`config.mk`:
```
export PLATFORM = sky130hd
export DESIGN_NAME = hsl_to_rgb_converter
export DESIGN_NICKNAME = d
export VERILOG_FILES = /design/src/hsl_pkg.sv /design/src/hsl_prep.sv /design/src/hsl_mix.sv /design/src/hsl_ramp.sv /design/src/hsl_to_rgb_converter.sv
export SDC_FILE = /design/constraint.sdc
export NUM_CORES = 2
export LEC_CHECK = 0
export BUFFER_PORTS_ARGS = -buffer_cell sky130_fd_sc_hd__buf_2
export CAP_MARGIN = 30
export CORE_UTILIZATION = 55
export DETAILED_ROUTE_END_ITERATION = 8
export HOLD_SLACK_MARGIN = 0.02
export PLACE_DENSITY = 0.86
export SETUP_SLACK_MARGIN = 0.3
export SYNTH_ARGS = -nofsm -noshare
export SYNTH_HDL_FRONTEND = slang
export SYNTH_SLANG_ARGS = --single-unit
```
`constraint.sdc`:
```
create_clock -name clk -period 9.1 [get_ports clk]
set_input_delay 0.91 -clock clk [delete_from_list [all_inputs] [get_ports clk]]
set_output_delay 0.91 -clock clk [all_outputs]
set_load 0.02 [all_outputs]
```
`src/hsl_pkg.sv`:
```
package hsl_pkg;

	// Fixed-point format: FRAC_BITS fraction bits, ONE means 1.0.
	localparam int FRAC_BITS = 16;
	localparam int FIELD_W   = 17;

	// Working width of a clamped value, signed working width, width of a
	// truncated product in the first stage, and stream data width.
	localparam int VW     = (FRAC_BITS + 1 > FIELD_W) ? FRAC_BITS + 1 : FIELD_W;
	localparam int SW     = VW + 4;
	localparam int PW     = 2 * VW + 1 - FRAC_BITS;
	localparam int DATA_W = ((3 * FIELD_W + 7) / 8) * 8;

	localparam longint ONE_I        = longint'(1) << FRAC_BITS;
	localparam longint THIRD_I      = (2 * ONE_I + 3) / 6;
	localparam longint SIXTH_I      = (2 * ONE_I + 6) / 12;
	localparam longint TWO_THIRDS_I = (4 * ONE_I + 3) / 6;
	localparam longint FIELD_MAX_I  = (longint'(1) << FIELD_W) - 1;

	typedef logic [FIELD_W-1:0] field_t;
	typedef logic [VW-1:0]      val_t;
	typedef logic signed [SW-1:0] sval_t;

	localparam val_t  ONE         = val_t'(ONE_I);
	localparam val_t  HALF        = val_t'(ONE_I / 2);
	localparam val_t  THIRD       = val_t'(THIRD_I);
	localparam val_t  SIXTH       = val_t'(SIXTH_I);
	localparam val_t  TWO_THIRDS  = val_t'(TWO_THIRDS_I);
	localparam sval_t ONE_S       = sval_t'(ONE_I);
	localparam sval_t FIELD_MAX_S = sval_t'(FIELD_MAX_I);

	// Hue ramp segment
	typedef enum logic [1:0] {
		SEG_RISE = 2'd0,
		SEG_HIGH = 2'd1,
		SEG_FALL = 2'd2,
		SEG_LOW  = 2'd3
	} seg_t;

	typedef struct packed {
		seg_t seg;
		val_t fac;   // ramp distance, zero on flat segments
	} lane_t;

	typedef struct packed {
		logic              zero;
		logic              lo;
		val_t              l;
		val_t              s;
		logic [PW-1:0]     prodf;
		lane_t [2:0]       lane;   // red, green, blue from index 0
	} s1_t;

	typedef struct packed {
		logic        zero;
		val_t        l;
		sval_t       p;
		sval_t       q;
		sval_t       d6;
		lane_t [2:0] lane;
	} s2_t;

	function automatic val_t clamp_in(input field_t raw);
		val_t v;
		v = val_t'(raw);
		return (v > ONE) ? ONE : v;
	endfunction

	function automatic lane_t classify(input val_t t);
		lane_t r;
		r.fac = '0;
		if (t < SIXTH) begin
			r.seg = SEG_RISE;
			r.fac = t;
		end else if (t < HALF) begin
			r.seg = SEG_HIGH;
		end else if (t < TWO_THIRDS) begin
			r.seg = SEG_FALL;
			r.fac = TWO_THIRDS - t;
		end else begin
			r.seg = SEG_LOW;
		end
		return r;
	endfunction

	function automatic field_t sat_out(input sval_t v);
		sval_t c;
		if (v < 0)
			c = '0;
		else if (v > ONE_S)
			c = ONE_S;
		else
			c = v;
		if (c > FIELD_MAX_S)
			c = FIELD_MAX_S;
		return c[FIELD_W-1:0];
	endfunction

endpackage

```
`src/hsl_prep.sv`:
```
module hsl_prep import hsl_pkg::*; (
	input  logic   clk,
	input  logic   arst_n,
	input  logic   in_valid,
	output logic   in_ready,
	input  field_t hue,
	input  field_t saturation,
	input  field_t lightness,
	output logic   out_valid,
	input  logic   out_ready,
	output s1_t    out_data
);

	val_t          h, s, l;
	logic          lo;
	logic [VW:0]   mb;
	logic [2*VW:0] prod;
	logic [VW:0]   t_r_sum;
	val_t          t_r, t_b;
	s1_t           nxt;
	logic          valid_s1;
	s1_t           data_s1;

	always_comb begin
		h  = clamp_in(hue);
		s  = clamp_in(saturation);
		l  = clamp_in(lightness);
		lo = (l < HALF);
		// l*(1+s) below half, l*s otherwise
		mb   = lo ? ({1'b0, ONE} + {1'b0, s}) : {1'b0, s};
		prod = (2*VW+1)'(l) * (2*VW+1)'(mb);

		// hue offsets, wrapped once into [0, ONE]
		t_r_sum = {1'b0, h} + {1'b0, THIRD};
		t_r = (t_r_sum > {1'b0, ONE}) ? val_t'(t_r_sum - {1'b0, ONE}) : val_t'(t_r_sum);
		t_b = (h < THIRD) ? val_t'(h + ONE - THIRD) : val_t'(h - THIRD);

		nxt.zero    = (s == '0);
		nxt.lo      = lo;
		nxt.l       = l;
		nxt.s       = s;
		nxt.prodf   = prod[2*VW:FRAC_BITS];
		nxt.lane[0] = classify(t_r);
		nxt.lane[1] = classify(h);
		nxt.lane[2] = classify(t_b);
	end

	assign in_ready = !valid_s1 || out_ready;

	always_ff @(posedge clk or negedge arst_n) begin
		if (!arst_n) begin
			valid_s1 <= 1'b0;
		end else if (in_ready) begin
			valid_s1 <= in_valid;
		end
	end

	always_ff @(posedge clk) begin
		if (in_valid && in_ready) begin
			data_s1 <= nxt;
		end
	end

	assign out_valid = valid_s1;
	assign out_data  = data_s1;

endmodule

```
`src/hsl_mix.sv`:
```
module hsl_mix import hsl_pkg::*; (
	input  logic clk,
	input  logic arst_n,
	input  logic in_valid,
	output logic in_ready,
	input  s1_t  in_data,
	output logic out_valid,
	input  logic out_ready,
	output s2_t  out_data
);

	sval_t l_x, s_x, pf_x, q, p, d;
	s2_t   nxt;
	logic  valid_s2;
	s2_t   data_s2;

	always_comb begin
		l_x  = sval_t'(in_data.l);
		s_x  = sval_t'(in_data.s);
		pf_x = sval_t'(in_data.prodf);
		q    = in_data.lo ? pf_x : (l_x + s_x - pf_x);
		p    = (l_x <<< 1) - q;
		d    = q - p;
		if (d < 0)
			d = '0;

		nxt.zero = in_data.zero;
		nxt.l    = in_data.l;
		nxt.p    = p;
		nxt.q    = q;
		nxt.d6   = (d <<< 2) + (d <<< 1);
		nxt.lane = in_data.lane;
	end

	assign in_ready = !valid_s2 || out_ready;

	always_ff @(posedge clk or negedge arst_n) begin
		if (!arst_n) begin
			valid_s2 <= 1'b0;
		end else if (in_ready) begin
			valid_s2 <= in_valid;
		end
	end

	always_ff @(posedge clk) begin
		if (in_valid && in_ready) begin
			data_s2 <= nxt;
		end
	end

	assign out_valid = valid_s2;
	assign out_data  = data_s2;

endmodule

```
`src/hsl_ramp.sv`:
```
module hsl_ramp import hsl_pkg::*; (
	input  logic   clk,
	input  logic   arst_n,
	input  logic   in_valid,
	output logic   in_ready,
	input  s2_t    in_data,
	output logic   out_valid,
	input  logic   out_ready,
	output field_t red,
	output field_t green,
	output field_t blue
);

	logic [SW+VW-1:0] m [3];
	sval_t [2:0]      mf_nxt;
	field_t [2:0]     ch_nxt;
	sval_t            v;
	logic             ready_s3, ready_s4;

	logic         valid_s3;
	logic         zero_s3;
	val_t         l_s3;
	sval_t        p_s3, q_s3;
	seg_t [2:0]   seg_s3;
	sval_t [2:0]  mf_s3;

	logic         valid_s4;
	field_t [2:0] ch_s4;

	// one multiplier per lane: slope times distance into the ramp
	always_comb begin
		for (int i = 0; i < 3; i++) begin
			m[i]      = (SW+VW)'($unsigned(in_data.d6)) * (SW+VW)'(in_data.lane[i].fac);
			mf_nxt[i] = sval_t'(m[i] >> FRAC_BITS);
		end
	end

	always_comb begin
		v = '0;
		for (int i = 0; i < 3; i++) begin
			case (seg_s3[i])
				SEG_RISE, SEG_FALL: v = p_s3 + mf_s3[i];
				SEG_HIGH:           v = q_s3;
				SEG_LOW:            v = p_s3;
				default:            v = p_s3;
			endcase
			ch_nxt[i] = zero_s3 ? sat_out(sval_t'(l_s3)) : sat_out(v);
		end
	end

	assign ready_s4 = !valid_s4 || out_ready;
	assign ready_s3 = !valid_s3 || ready_s4;
	assign in_ready = ready_s3;

	always_ff @(posedge clk or negedge arst_n) begin
		if (!arst_n) begin
			valid_s3 <= 1'b0;
			valid_s4 <= 1'b0;
		end else begin
			if (ready_s3)
				valid_s3 <= in_valid;
			if (ready_s4)
				valid_s4 <= valid_s3;
		end
	end

	always_ff @(posedge clk) begin
		if (in_valid && ready_s3) begin
			zero_s3 <= in_data.zero;
			l_s3    <= in_data.l;
			p_s3    <= in_data.p;
			q_s3    <= in_data.q;
			for (int i = 0; i < 3; i++) begin
				seg_s3[i] <= in_data.lane[i].seg;
			end
			mf_s3   <= mf_nxt;
		end
		if (valid_s3 && ready_s4) begin
			ch_s4 <= ch_nxt;
		end
	end

	assign out_valid = valid_s4;
	assign red       = ch_s4[0];
	assign green     = ch_s4[1];
	assign blue      = ch_s4[2];

endmodule

```
`src/hsl_to_rgb_converter.sv`:
```
// HSL to RGB color converter.
// Input stream s_axis: one beat carries one color as hue, saturation and
// lightness, each an unsigned 17-bit fraction with 16 fraction bits
// (65536 = 1.0; larger codes are clamped to 1.0 on entry).
// Output stream m_axis: one beat per input beat, in order, carrying red,
// green and blue in the same format, saturated to [0, 1.0].
// Pipeline: four register stages -- clamp, hue offsets and the product
// l*(1+s) or l*s; q/p/slope; the per-channel slope multiplies; segment
// select and saturation into the output register.
// An input beat accepted on s_axis passes the stage 1, 2, 3 and 4
// registers in order and is then offered on m_axis.
// Throughput: one beat per clock while m_tready is high; each stage holds
// a valid bit and loads whenever it is empty or the stage after it moves.
// Stall: when m_tready is low the output holds its beat; upstream stages
// keep filling their bubbles, so s_axis_tready only drops once all four
// stages are full. Nothing is dropped or repeated.
// Reset (arst_n low, asynchronous): all valid bits clear; the pipeline is
// empty and ready right after reset.
module hsl_to_rgb_converter import hsl_pkg::*; (
	input  logic              clk,
	input  logic              arst_n,
	input  logic              s_axis_tvalid,
	output logic              s_axis_tready,
	input  logic [DATA_W-1:0] s_axis_tdata,  // hue, saturation, lightness, zero pad
	output logic              m_axis_tvalid,
	input  logic              m_axis_tready,
	output logic [DATA_W-1:0] m_axis_tdata   // red, green, blue, zero pad
);

	field_t hue, saturation, lightness;
	field_t red, green, blue;

	logic s1_valid, s1_ready;
	s1_t  s1_data;
	logic s2_valid, s2_ready;
	s2_t  s2_data;

	// unpack input beat
	assign hue        = s_axis_tdata[FIELD_W-1:0];
	assign saturation = s_axis_tdata[2*FIELD_W-1:FIELD_W];
	assign lightness  = s_axis_tdata[3*FIELD_W-1:2*FIELD_W];

	// stage 1: clamp, q product, wrapped hue offsets, ramp segments
	hsl_prep u_prep (
		.clk        (clk),
		.arst_n     (arst_n),
		.in_valid   (s_axis_tvalid),
		.in_ready   (s_axis_tready),
		.hue        (hue),
		.saturation (saturation),
		.lightness  (lightness),
		.out_valid  (s1_valid),
		.out_ready  (s1_ready),
		.out_data   (s1_data)
	);

	// stage 2: q, p and six times the ramp height
	hsl_mix u_mix (
		.clk       (clk),
		.arst_n    (arst_n),
		.in_valid  (s1_valid),
		.in_ready  (s1_ready),
		.in_data   (s1_data),
		.out_valid (s2_valid),
		.out_ready (s2_ready),
		.out_data  (s2_data)
	);

	// stages 3 and 4: per-channel multiply, then select and saturate
	hsl_ramp u_ramp (
		.clk       (clk),
		.arst_n    (arst_n),
		.in_valid  (s2_valid),
		.in_ready  (s2_ready),
		.in_data   (s2_data),
		.out_valid (m_axis_tvalid),
		.out_ready (m_axis_tready),
		.red       (red),
		.green     (green),
		.blue      (blue)
	);

	// pack output beat
	assign m_axis_tdata = {{(DATA_W - 3 * FIELD_W){1'b0}}, blue, green, red};

endmodule

```
-- Word-level counts from Yosys, hierarchy flattened
Index checks and enable logic that the tools add are counted.
- flip-flop bits (word level): 434
- bits of input ports: 60
- output and inout bits: 58
- word-level logic and storage cells: 161
- add/subtract/negate cells: 17
- $mul: 4
- magnitude comparators: 27
- eq/ne operators: 9
- mux-type cells: 40
- reduce and logical (&&, ||, !) cells: 22
- operators by type and width (kind ; number):
    2-to-1 mux 17 bit ; 22
    one-hot mux 21 bit (3 select lines) ; 3
    2-to-1 mux 21 bit ; 7
    > comparator 21 x 18 -> 1 bit, second input constant ; 6
    less-than comparator 17 x 16 -> 1 bit, second input constant ; 7
    multiplier 21 x 17 -> 37 bit ; 3
    > comparator 17 bit, second input constant ; 5
    adder 21 bit ; 4
    less-than comparator 21 x 1 -> 1 bit, second input constant ; 4
    less-than comparator 17 x 14 -> 1 bit, second input constant ; 3
    subtractor 16 x 17 -> 17 bit, first input constant ; 3
    multiplier 17 x 18 -> 35 bit ; 1
    subtractor 17 x 15 -> 17 bit, second input constant ; 2
    subtractor 19 x 21 -> 21 bit ; 1
    subtractor 21 x 20 -> 21 bit ; 1
    subtractor 21 bit ; 1
    2-to-1 mux 20 bit ; 1
    adder 17 x 15 -> 18 bit, second input constant ; 1
    adder 17 x 17 -> 18 bit ; 1
    adder 17 x 17 -> 18 bit, first input constant ; 1
    > comparator 18 x 17 -> 1 bit, second input constant ; 1
    2-to-1 mux 18 bit ; 1
    adder 17 bit, second input constant ; 1
    zero test 17 bit ; 1
    other kinds (10) ; 38

-- Logic depth before layout (Yosys ltp)
- word-level depth: 9
- gate-level depth with buffers: 51
- depth with buffers taken out: 49

-- Cells and area by module
From an unflattened synthesis, not the netlist that was laid out.
- cell total of the unflattened synthesis: 7314
- area total of the unflattened synthesis: 68136.6 µm²
- modules (own cells, without submodules) (module ; instances ; cells each ; area an instance (µm²) ; seq. area each (µm²)):
    hsl_ramp ; 1 ; 4822 ; 43800.8 ; 5455.2
    hsl_prep ; 1 ; 1712 ; 15730.1 ; 3388.2
    hsl_mix ; 1 ; 774 ; 8564.5 ; 4048.9
    hsl_to_rgb_converter ; 1 ; 6 ; 41.3 ; 0.0

-- Worst setup path after synthesis
Ideal clock, no wire load.
- kind: register to register
- start point: register u_prep.data_s1, in the netlist u_prep.out_data[94]
- end point: register u_mix.data_s2, in the netlist u_mix.out_data[76], data pin
- setup time: 0.262 ns
- arrival: 8.640 ns
- data required time: 8.838 ns
- slack: 0.199 ns
- cell stages (with the launch flop): 48
- path buffers: 2
- period minus slack after synthesis: 8.901 ns
- path through: edfxtp_1 > ha_1 > a21o_1 > a21oi_1 > o21bai_1 > a21oi_1 > o21bai_1 > a21oi_1 > xnor2_1 > ha_1 > and2_4 > a221oi_2 > a21bo_2 > a21oi_1 > xnor2_1 > nor2_1 > a21o_1 > ha_1 > [12 not listed] > clkbuf_1 > buf_2 > nor2_1 > ha_1 > inv_1 > fa_1 > o21ai_0 > and2_1 > o21a_1 > o22ai_1 > nand2_1 > nand2_1 > nor2_1 > mux2i_1 > a211oi_1 > nor3_1 > o21ai_1 > xor2_1
- RTL lines (item ; RTL line ; source):
    start, declared ; hsl_prep.sv:22 ; s1_t data_s1;
    start signal, assigned ; hsl_prep.sv:60 ; data_s1 <= nxt;
    end signal, assigned ; hsl_mix.sv:47 ; data_s2 <= nxt;
    end, declared ; hsl_mix.sv:15 ; s2_t data_s2;

==> results by group <==
Place
  • Final HPWL DP: 130,000 um
  • # port buffers: 107
  • Routability cong.: 0.975
  • Dpl ws: -0.154 ns

Drt
  • Detailed router's first-iteration violation count: 4,067
  • Remaining DRCs: 0
  • Via count: 48,300
  • Antenna Violating Nets Remaining: 0
  • Vias/cell: 5.77
  • TritonRoute pass-1 iters: 6
  • Final WL: 167,000 um
  • Mean routed wirelength per cell: 19.9 um

Min path
  • Min-delay worst type: in2async

Timing
  • Final hold vios: 0
  • Slew headroom: 30.2%
  • Fin. max-slew vios: 0
  • Unrepaired setup endpoints after global routing: yes
  • # setup viols final: 0
  • Max Clock Skew: 0.0479 ns
  • Top achievable clock speed: 114 MHz
  • Setup Total Neg Slack: 0 ns
  • Final min period: 8.80 ns
  • Fin crit share: 96.7%
  • Final worst slack: 0.296 ns
  • Transition time of the tightest slew-check pin: 1.05 ns

Worst setup path
  • Worst-path fanout max: 7
  • Worst Path Class, Setup: reg2reg
  • Crit path DAT: 9.16 ns
  • CP top delay family: compound AO/OA/AOI/OAI gates
  • R2R Setup Slk: 0.30 ns
  • CP Launch Type: flip-flop
  • Crit path buf inv count: 8
  • Slowest cell on crit path: a2111oi_1
  • Largest stage delay on the critical path: 0.57 ns
  • CP Capture Type: flip-flop
  • Worst Path Required: 9.46 ns

Run status
  • Outcome: finished clean

Floorplan
  • Die W: 341 um
  • Die height: 341 um
  • Core area: 114,000 um2
  • Die area: 116,000 um2
  • Row count: 124
  • Initial cell density of the core: 55.4%
  • IO Pins: 118

Yosys
  • Ys Warns: 0
  • Ys async rst share: 0.930%
  • Cell Area, Synth: 63,300 um2
  • Post-synth cell types: 100
  • Number of synthesized flops with an enable pin: 426
  • Sequential share of the synthesized area: 20.4%
  • #FFs+latches synth: 430
  • Synth Flop Type: edfxtp_1
  • Mean area per synthesized cell: 9.44 um2
  • Syn Inst Count: 6,705

GRT
  • First-pass GRT wire length: 266,000 um
  • Largest net degree at the start of global routing: 79
  • GRT Util Overall: 29.0%
  • Vias in the first global route: 51,300
  • GR Overflow Total: 0
  • Initial antenna violation count: 6

Clock tree
  • Clock Sinks: 430
  • CTS clk-pin slew, worst paths: 0.06 ns
  • CTS Buf Count: 46
  • TritonCTS clock tree: yes
  • H-tree Lvls: 2
  • Clock Latency Late Sink: 0.66 ns
  • CTS Hold Bufs: 0
  • Clock Tree Buf Depth: 3
  • Clock root buffer: clkbuf_16

Run
  • Max cap viols: 0

Layout
  • Share of layout cells above drive strength 1: 7.76%
  • Most frequent cells in the layout: inv_1, nand2_1, fa_1
  • Most common cell after layout, fill and taps aside: inv_1
  • Core Util, Final: 60.1%
  • Area delta synth->final: 8.38%
  • Fin nets: 8,460
metrics by stage:
stage               area [um2]  cells  hold slack (ns)
floorplan                63400   6747            0.400
global placement         66000   8222            0.401
detailed placement       66100   8226            0.405
CTS                      67700   8319           0.0399
global route             68600   8367           0.0542
finish                   68600   8370           0.0514
kinds of logic (layout without fill, tap and decap cells):
logic type,Yosys count,in the layout,share of synthesized area (%)
AOI/OAI and AO/OA,758,758,7.81
DFF,430,430,20.4
adders and majority gates,1585,1585,43.5
buffers and inverters,1608,1716,9.57
and+or+nand+nor,2049,2049,14.8
other,2,47,0.0119
xor gates and xnor gates,216,216,3.00
muxes,57,57,0.911
what timing repair did:
item / 4_1_cts / 5_1_grt
pin swaps: 25 / 60
endpoints found under the setup margin: 10 / 22
buffers inserted: 9 / 45
resized for setup: 25 / 75
state kept, by name, indices dropped and copies added, names as in the netlist:
name / cells
u_ramp.seg_s3: 6
u_ramp.q_s3: 21
u_ramp.blue: 17
u_prep.out_data: 112
u_mix.out_valid: 1
u_ramp.red: 17
u_prep.out_valid: 1
u_ramp.valid_s3: 1
u_ramp.l_s3: 17
u_ramp.p_s3: 20
u_ramp.mf_s3: 63
u_ramp.zero_s3: 1
u_ramp.out_valid: 1
u_mix.out_data: 135
u_ramp.green: 17
cells in the mapped netlist, types with 10 or more instances:
| cell type | instances | area [um2] |
|---|---|---|
| a211oi_1 | 18 | 135 |
| a21o_1 | 67 | 503 |
| a21oi_1 | 180 | 901 |
| a22o_1 | 10 | 87.6 |
| a31oi_1 | 18 | 113 |
| and2_1 | 346 | 2160 |
| and3_1 | 34 | 213 |
| buf_1 | 28 | 105 |
| clkbuf_1 | 274 | 1030 |
| edfxtp_1 | 426 | 12800 |
| fa_1 | 1029 | 20600 |
| ha_1 | 552 | 6910 |
| inv_1 | 1291 | 4850 |
| mux2i_1 | 52 | 521 |
| nand2_1 | 1095 | 4110 |
| nand2b_1 | 53 | 332 |
| nand3_1 | 38 | 190 |
| nand4_1 | 19 | 119 |
| nor2_1 | 276 | 1040 |
| nor2b_1 | 36 | 225 |
| nor3_1 | 69 | 345 |
| nor4_1 | 22 | 138 |
| o211ai_1 | 25 | 188 |
| o21a_1 | 44 | 330 |
| o21ai_0 | 203 | 1020 |
| o21bai_1 | 53 | 398 |
| o22ai_1 | 11 | 68.8 |
| o31ai_1 | 15 | 113 |
| or3_1 | 19 | 119 |
| xnor2_1 | 163 | 1430 |
| xor2_1 | 52 | 455 |
layer usage:
layer  track usage [%]  routed length (um)  vias up
met1              34.9               59900    23800
li1                  -                   -    21200
met2              48.4               79400     2591
met3              5.44               16000      671
met4              17.9               11500       10
met5                 0                  69        -
area by class of cell:
| type | count | area [um2] |
|---|---|---|
| multi-input combinational | 4709 | 44900 |
| sequential | 430 | 12900 |
| timing repair buffer | 334 | 2460 |
| antenna | 3 | 7.51 |
| clock inverter | 30 | 334 |
| fill | 8782 | 45600 |
| tap | 1512 | 1890 |
| inverter | 1298 | 4870 |
| clock buffer | 54 | 1180 |
final timing paths:
| kind | start | endpoint | depth (start not counted) |
|---|---|---|---|
| max | u_prep.out_data[94]$_DFFE_PP_ | u_mix.out_data[76]$_DFFE_PP_ | 48 |
| min | arst_n | u_ramp.out_valid$_DFFE_PN0P_ | 1 |
| max reg2reg | u_prep.out_data[94]$_DFFE_PP_ | u_mix.out_data[76]$_DFFE_PP_ | 48 |
| min reg2reg | u_mix.out_data[79]$_DFFE_PP_ | u_ramp.q_s3[1]$_DFFE_PP_ | 0 |
| max in group asynchronous | arst_n | u_ramp.valid_s3$_DFFE_PN0P_ | 1 |
| min in group clk | u_mix.out_data[79]$_DFFE_PP_ | u_ramp.q_s3[1]$_DFFE_PP_ | 0 |
Power is not shown: default switching activity piles up to over one toggle a cycle in this logic, so the estimate is an artifact.
